### config.mk
export PLATFORM = sky130hd
export DESIGN_NAME = point_in_polygon_winding_core
export DESIGN_NICKNAME = d
export VERILOG_FILES = /design/src/hdl/pipw_pkg.sv /design/src/hdl/point_in_polygon_winding_core.sv
export SDC_FILE = /design/constraint.sdc
export NUM_CORES = 2
export LEC_CHECK = 0
export BUFFER_PORTS_ARGS = -buffer_cell sky130_fd_sc_hd__buf_2
export CAP_MARGIN = 30
export CELL_PAD_IN_SITES_DETAIL_PLACEMENT = 1
export CELL_PAD_IN_SITES_GLOBAL_PLACEMENT = 1
export CORE_MARGIN = 2
export CORE_UTILIZATION = 40
export CTS_BUF_LIST = sky130_fd_sc_hd__clkbuf_16
export DETAILED_ROUTE_END_ITERATION = 12
export PLACE_DENSITY_LB_ADDON = 0.1
export SYNTH_ARGS = -nofsm -noshare
export SYNTH_HDL_FRONTEND = slang
export SYNTH_SLANG_ARGS = --single-unit
export TNS_END_PERCENT = 20
### constraint.sdc
create_clock -name i_clk -period 15.8 [get_ports i_clk]
set_input_delay 0.79 -clock i_clk [delete_from_list [all_inputs] [get_ports i_clk]]
set_output_delay 0.79 -clock i_clk [all_outputs]
set_load 0.01 [all_outputs]
### src/hdl/pipw_pkg.sv
// ----------------------------------------------------------------------------
// Point-in-polygon winding package
// Word types, widths and helpers for the winding-number test.
// ----------------------------------------------------------------------------
package pipw_pkg;

    localparam int COORD_BITS   = 16;
    localparam int MAX_VERTICES = 1024;
    localparam int MIN_VERTICES = 3;

    localparam int DIFF_W = COORD_BITS + 1;
    localparam int PROD_W = 2 * DIFF_W;
    localparam int CNT_W  = $clog2(MAX_VERTICES + 1);
    localparam int WIND_W = 11;
    localparam int WOUT_W = 12;

    localparam logic signed [WIND_W-1:0] WIND_MAX = {1'b0, {(WIND_W-1){1'b1}}};
    localparam logic signed [WIND_W-1:0] WIND_MIN = {1'b1, {(WIND_W-1){1'b0}}};

    localparam logic KIND_START  = 1'b0;
    localparam logic KIND_VERTEX = 1'b1;

    typedef struct packed {
        logic                         kind;
        logic signed [COORD_BITS-1:0] point_x;
        logic signed [COORD_BITS-1:0] point_y;
        logic                         last;
    } t_in_word;

    typedef struct packed {
        logic                     inside_res;
        logic signed [WOUT_W-1:0] winding_number;
        logic                     too_few_vertices;
    } t_out_word;

    // Quadrant codes follow the table {0,1 / 3,2} indexed by (dy<0, dx<0).
    function automatic logic [1:0] quadrant(input logic dy_neg, input logic dx_neg);
        logic [1:0] q;
        case ({dy_neg, dx_neg})
            2'b00:   q = 2'd0;
            2'b01:   q = 2'd1;
            2'b10:   q = 2'd3;
            default: q = 2'd2;
        endcase
        return q;
    endfunction

    // Winding change for one edge. The flag ge tells that the cross product
    // of the previous and current vertices is not negative.
    function automatic logic signed [1:0] edge_delta(input logic [1:0] pq,
                                                     input logic [1:0] cq,
                                                     input logic ge);
        logic signed [2:0] diff;
        logic signed [1:0] d;
        diff = $signed({1'b0, cq}) - $signed({1'b0, pq});
        case (diff)
            -3'sd3:  d = 2'sd1;
            3'sd3:   d = -2'sd1;
            -3'sd2:  d = ge ? 2'sd1 : 2'sd0;
            3'sd2:   d = ge ? 2'sd0 : -2'sd1;
            default: d = 2'sd0;
        endcase
        return d;
    endfunction

    function automatic logic signed [WIND_W-1:0] sat_add(input logic signed [WIND_W-1:0] s,
                                                         input logic signed [1:0] d);
        logic signed [WIND_W:0] w;
        logic signed [WIND_W-1:0] r;
        w = {s[WIND_W-1], s} + {{(WIND_W-1){d[1]}}, d};
        if (w > $signed({WIND_MAX[WIND_W-1], WIND_MAX})) begin
            r = WIND_MAX;
        end else if (w < $signed({WIND_MIN[WIND_W-1], WIND_MIN})) begin
            r = WIND_MIN;
        end else begin
            r = w[WIND_W-1:0];
        end
        return r;
    endfunction

endpackage

### src/hdl/point_in_polygon_winding_core.sv
// ----------------------------------------------------------------------------
// Point-in-polygon winding core
// Streams polygon vertices around a test point and reports the winding count.
// ----------------------------------------------------------------------------
//  Channel  | Direction | Handshake            | Word
//  in       | input     | i_in_valid/o_in_stall   | kind, point_x, point_y, last
//  out      | output    | o_out_valid/i_out_stall | inside_res, winding_number,
//           |           |                         | too_few_vertices
//
//  One word is taken per cycle while o_in_stall is low; each result is registered.
//  The input register forms the offset and quadrant; the second stage does the
//  two cross products per vertex and the saturating winding update.
//  Reset is synchronous and clears the test point, the sums and both valid flags.
//  A stalled output register blocks only words that produce a result.
// ----------------------------------------------------------------------------
module point_in_polygon_winding_core (
    input  logic                i_clk,
    input  logic                i_rst_n,
    input  logic                i_in_valid,
    output logic                o_in_stall,
    input  pipw_pkg::t_in_word  i_in_word,
    output logic                o_out_valid,
    input  logic                i_out_stall,
    output pipw_pkg::t_out_word o_out_word
);
    import pipw_pkg::*;

    logic                         in_acc;
    logic                         s2_go;
    logic                         s2_emit;
    logic                         out_free;

    logic signed [COORD_BITS-1:0] r_test_x;
    logic signed [COORD_BITS-1:0] r_test_y;

    logic                         r_s1_vld;
    logic                         r_s1_kind;
    logic                         r_s1_last;
    logic signed [DIFF_W-1:0]     r_s1_dx;
    logic signed [DIFF_W-1:0]     r_s1_dy;
    logic [1:0]                   r_s1_quad;
    logic signed [DIFF_W-1:0]     n_s1_dx;
    logic signed [DIFF_W-1:0]     n_s1_dy;

    logic signed [DIFF_W-1:0]     r_first_dx;
    logic signed [DIFF_W-1:0]     r_first_dy;
    logic [1:0]                   r_first_quad;
    logic signed [DIFF_W-1:0]     r_prev_dx;
    logic signed [DIFF_W-1:0]     r_prev_dy;
    logic [1:0]                   r_prev_quad;
    logic signed [WIND_W-1:0]     r_sum;
    logic [CNT_W-1:0]             r_count;

    logic signed [DIFF_W-1:0]     f_dx;
    logic signed [DIFF_W-1:0]     f_dy;
    logic [1:0]                   f_quad;
    logic signed [PROD_W-1:0]     p_open_l;
    logic signed [PROD_W-1:0]     p_open_r;
    logic signed [PROD_W-1:0]     p_close_l;
    logic signed [PROD_W-1:0]     p_close_r;
    logic signed [1:0]            d_open;
    logic signed [1:0]            d_close;
    logic signed [WIND_W-1:0]     n_sum_open;
    logic signed [WIND_W-1:0]     n_sum_close;
    logic [CNT_W-1:0]             n_count;
    logic                         n_few;
    logic                         cnt_zero;

    logic                         r_out_vld;
    t_out_word                    r_out_word;

    assign out_free   = !r_out_vld || !i_out_stall;
    assign s2_emit    = r_s1_vld && (r_s1_kind == KIND_VERTEX) && r_s1_last;
    assign s2_go      = r_s1_vld && (out_free || !s2_emit);
    assign o_in_stall = r_s1_vld && !s2_go;
    assign in_acc     = i_in_valid && !o_in_stall;

    assign n_s1_dx = {i_in_word.point_x[COORD_BITS-1], i_in_word.point_x}
                   - {r_test_x[COORD_BITS-1], r_test_x};
    assign n_s1_dy = {i_in_word.point_y[COORD_BITS-1], i_in_word.point_y}
                   - {r_test_y[COORD_BITS-1], r_test_y};

    // The test point is taken when its word enters, so the next vertex sees it.
    always_ff @(posedge i_clk) begin
        if (!i_rst_n) begin
            r_s1_vld <= 1'b0;
            r_test_x <= '0;
            r_test_y <= '0;
        end else begin
            if (in_acc || s2_go) begin
                r_s1_vld <= in_acc;
            end
            if (in_acc && (i_in_word.kind == KIND_START)) begin
                r_test_x <= i_in_word.point_x;
                r_test_y <= i_in_word.point_y;
            end
        end
    end

    always_ff @(posedge i_clk) begin
        if (in_acc) begin
            r_s1_kind <= i_in_word.kind;
            r_s1_last <= i_in_word.last;
            r_s1_dx   <= n_s1_dx;
            r_s1_dy   <= n_s1_dy;
            r_s1_quad <= quadrant(n_s1_dy[DIFF_W-1], n_s1_dx[DIFF_W-1]);
        end
    end

    assign cnt_zero = (r_count == '0);
    assign f_dx     = cnt_zero ? r_s1_dx : r_first_dx;
    assign f_dy     = cnt_zero ? r_s1_dy : r_first_dy;
    assign f_quad   = cnt_zero ? r_s1_quad : r_first_quad;

    assign p_open_l  = r_prev_dx * r_s1_dy;
    assign p_open_r  = r_prev_dy * r_s1_dx;
    assign p_close_l = r_s1_dx * f_dy;
    assign p_close_r = r_s1_dy * f_dx;

    assign d_open  = cnt_zero ? 2'sd0
                   : edge_delta(r_prev_quad, r_s1_quad, p_open_l >= p_open_r);
    assign d_close = edge_delta(r_s1_quad, f_quad, p_close_l >= p_close_r);

    assign n_sum_open  = sat_add(r_sum, d_open);
    assign n_sum_close = sat_add(n_sum_open, d_close);
    assign n_count     = (r_count < CNT_W'(MAX_VERTICES)) ? r_count + 1'b1 : r_count;
    assign n_few       = (n_count < CNT_W'(MIN_VERTICES));

    always_ff @(posedge i_clk) begin
        if (!i_rst_n) begin
            r_sum   <= '0;
            r_count <= '0;
        end else if (s2_go) begin
            if ((r_s1_kind == KIND_START) || r_s1_last) begin
                r_sum   <= '0;
                r_count <= '0;
            end else begin
                r_sum   <= n_sum_open;
                r_count <= n_count;
            end
        end
    end

    always_ff @(posedge i_clk) begin
        if (s2_go && (r_s1_kind == KIND_VERTEX)) begin
            r_prev_dx   <= r_s1_dx;
            r_prev_dy   <= r_s1_dy;
            r_prev_quad <= r_s1_quad;
            if (cnt_zero) begin
                r_first_dx   <= r_s1_dx;
                r_first_dy   <= r_s1_dy;
                r_first_quad <= r_s1_quad;
            end
        end
    end

    always_ff @(posedge i_clk) begin
        if (!i_rst_n) begin
            r_out_vld <= 1'b0;
        end else if (out_free) begin
            r_out_vld <= s2_go && s2_emit;
        end
    end

    always_ff @(posedge i_clk) begin
        if (out_free && s2_go && s2_emit) begin
            r_out_word.inside_res       <= !n_few && (n_sum_close != '0);
            r_out_word.winding_number   <= WOUT_W'(n_sum_close);
            r_out_word.too_few_vertices <= n_few;
        end
    end

    assign o_out_valid = r_out_vld;
    assign o_out_word  = r_out_word;

    a_start_clears: assert property (@(posedge i_clk) disable iff (!i_rst_n)
        s2_go && (r_s1_kind == KIND_START) |=> (r_count == '0) && (r_sum == '0))
        else $error("start word did not clear the running sums");

    a_result_source: assert property (@(posedge i_clk) disable iff (!i_rst_n)
        $rose(o_out_valid) |-> $past(s2_go && s2_emit))
        else $error("result appeared without a last vertex");

    a_count_bound: assert property (@(posedge i_clk) disable iff (!i_rst_n)
        r_count <= CNT_W'(MAX_VERTICES))
        else $error("vertex count passed its limit");

    a_few_not_inside: assert property (@(posedge i_clk) disable iff (!i_rst_n)
        o_out_valid && o_out_word.too_few_vertices |-> !o_out_word.inside_res)
        else $error("degenerate polygon reported as inside");

endmodule
==> results.yml <==
synth:
  synth_top_area_share_pct: 44.2
  syn_inst: 5744
  syn_nets: 7440
  synth_top_cell_by_area: "fa_1"
  syn_area_mm2: 0.0540
  ys_top_cells_by_area: "fa_1, ha_1, inv_1, edfxtp_1, and2_1"
  synth-seq-cells: 179
  yosysSeqAreaShare_pct: 8.92
  synth-main-ff-cell: "edfxtp_1"
  yosysWarningCount: 0
  synth.avg_cell_area_um2: 9.40
  synthArstFlopShare_pct: 0
  synth-edff-count: 123
  synth.distinct_cells: 84
sta:
  setup_ws_ns: 2.19
  slew_headroom_pct: 29.3
  tightestPinTransition_ns: 1.06
  slew_violations: 0
  period_share_pct: 86.1
  fin_crit_ns: 13.61
  fin_setup_tns_ns: 0
  finalSetupViolCount: 0
  rsz0062_at_grt: "no"
  final-hold-violation-count: 0
  max_clock_freq_mhz: 73.5
  hold_slack_ns: 0.464
  skew_ns: 0.0192
grt:
  grt_max_degree: 58
  grt_pass1_vias: 42800
  overflow: 0
  track_usage_pct: 24.2
  grt_pass1_wl_um: 255000
  antenna_found_initial: 13
drt:
  drc_errors: 0
  drt_first_iter_violations: 1617
  drtPass1Iterations: 5
  ant_nets: 0
  wl_um: 158000
  vias: 37800
  avgRoutedWirePerCell_um: 21.3
  avgViaCountPerCell: 5.08
clock_network:
  cts_resized: 0
  cts_sinks: 179
  clk-insertion-delay-late_ns: 0.50
  cts_setup_buffers: 0
  cts_tree: "done"
  root_buffer: "clkbuf_16"
  clk_pin_slew_worst_paths_ns: 0.07
  htreeDepth: 4
  clockBufferDepth: 2
  cts_hold_buf: 0
  cts_buffers: 17
final_layout:
  layout-drive-gt1-share_pct: 4.18
  area_growth_pct: 5.14
  regArea_mm2: 0.00481
  final_nets: 7347
  n_fill_cell: 15400
  final_common_cell: "inv_1"
  multi_input_area_mm2: 0.0436
  mostFrequentLayoutCells: "inv_1, fa_1, nand2_1"
  design_area_mm2: 0.0568
critical_path:
  endpoint_kind: "register"
  slowest_delay_ns: 0.95
  cp_slowest_cell: "edfxtp_1"
  reg2reg_slack_ns: 2.19
  path_class: "reg -> reg"
  worstSetupStartpoint: "r_s1_dx[6]"
  r2r_start: "r_s1_dx[6]"
  cp_data_required_time_ns: 16.03
  cp.arrival_ns: 13.84
  path_max_fanout: 20
  crit_top_cell: "fa_1"
  cp-start-kind: "register"
floorplanning:
  dieHeight_um: 371
  fp-row-count: 134
  die_x_um: 371
  core_mm2: 0.134
  start_util_pct: 40.4
  io-pin-count: 54
  dieArea_mm2: 0.138
placement:
  place_area_mm2: 0.0561
  io_buffers: 53
  dp_hpwl_um: 129000
  gp_congestion: 0.838
  place_ws_ns: 2.16
status:
  status: "complete, no violations"
hold_path:
  holdCritStartpoint: "r_test_x[14]"
  min_path_type: "reg -> reg"
run:
  cap_violations: 0
-- per-layer routing --
layer / vias to the layer above / track usage (%) / wire length [um]
met4: 10 / 4.33 / 2820
met5: - / 0 / 66
met1: 19900 / 33.9 / 73600
li1: 17200 / - / -
met2: 567 / 41.4 / 77000
met3: 143 / 2.18 / 4820
-- final timing paths --
| kind | depth (start not counted) | endpoint |
|---|---|---|
| worst min register to register | 2 | r_test_x[14] |
| worst max-delay path | 51 | o_out_word[5] |
| worst max register to register | 51 | o_out_word[5] |
| worst min-delay path | 2 | r_test_x[14] |
-- final cells by class --
class | instances | area share, %
diodes | 2 | 0.00881
clock buffers | 17 | 0.749
clock inverters | 15 | 0.331
inverters | 1279 | 8.45
multi-input cells | 4065 | 76.7
flip-flops and latches | 179 | 8.48
well taps | 1768 | 3.90
repair buffers | 109 | 1.35
-- critical path: cells and delay by family, from the launching register on --
family	cells	cell delay [ns]
AO/OA/AOI/OAI	21	4.10
XOR/XNOR	2	0.33
adder cells (fa/ha/maj)	13	5.25
buffers and inverters	7	1.14
flip-flops	1	0.95
multiplexers	2	0.47
AND/OR/NAND/NOR	6	1.09
-- per-stage QoR --
step	cells	utilization, %
finish	7434	42.4
global route	7432	42.4
CTS	7430	42.4
detailed placement	7398	41.9
global placement	7396	41.9
floorplan	5744	-
-- cell usage after synthesis (5+ instances only) --
| master | number |
|---|---|
| a221o_1 | 11 |
| o211ai_1 | 8 |
| xor2_1 | 52 |
| a21oi_1 | 156 |
| dfxtp_1 | 56 |
| or2_2 | 39 |
| buf_1 | 22 |
| or3_1 | 9 |
| mux2_2 | 30 |
| a211o_1 | 6 |
| nand3_1 | 39 |
| and2_1 | 496 |
| nand2b_1 | 38 |
| nand2_1 | 708 |
| nor2_1 | 120 |
| maj3_1 | 15 |
| o31ai_1 | 7 |
| nor3_1 | 41 |
| a31oi_1 | 12 |
| fa_1 | 1192 |
| nand4_1 | 23 |
| a21boi_0 | 39 |
| o21ai_0 | 81 |
| inv_1 | 1279 |
| o21bai_1 | 20 |
| nor2b_1 | 80 |
| ha_1 | 466 |
| a211oi_1 | 13 |
| a22oi_1 | 6 |
| nor4_1 | 9 |
| buf_2 | 6 |
| a221oi_1 | 6 |
| and3_1 | 16 |
| mux2i_1 | 6 |
| o21a_1 | 16 |
| xnor2_1 | 135 |
| clkbuf_1 | 192 |
| edfxtp_1 | 123 |
| a21o_1 | 85 |
| o2111ai_1 | 5 |
-- cell families after synthesis --
group,Yosys count,synth area share [%]
XOR/XNOR,187,3.03
buffers and inverters,1500,10.4
multiplexers,37,0.758
AND/OR/NAND/NOR,1640,15.1
adder cells (fa/ha/maj),1673,55.3
flip-flops,179,8.92
AO/OA/AOI/OAI,528,6.54
-- sequential cells by signal, indices dropped and copies added (netlist names) --
register	flops
o_out_valid	1
r_first_quad	2
r_s1_vld	1
r_prev_dx	17
r_first_dy	17
r_test_y	16
r_count	11
r_s1_dy	17
r_s1_quad	2
r_s1_dx	17
r_test_x	16
o_out_word	13
r_s1_last	1
r_prev_quad	2
r_first_dx	17
r_sum	11
r_prev_dy	17
r_s1_kind	1
Power is not shown: default switching activity piles up to over one toggle a cycle in this logic, so the estimate is an artifact.
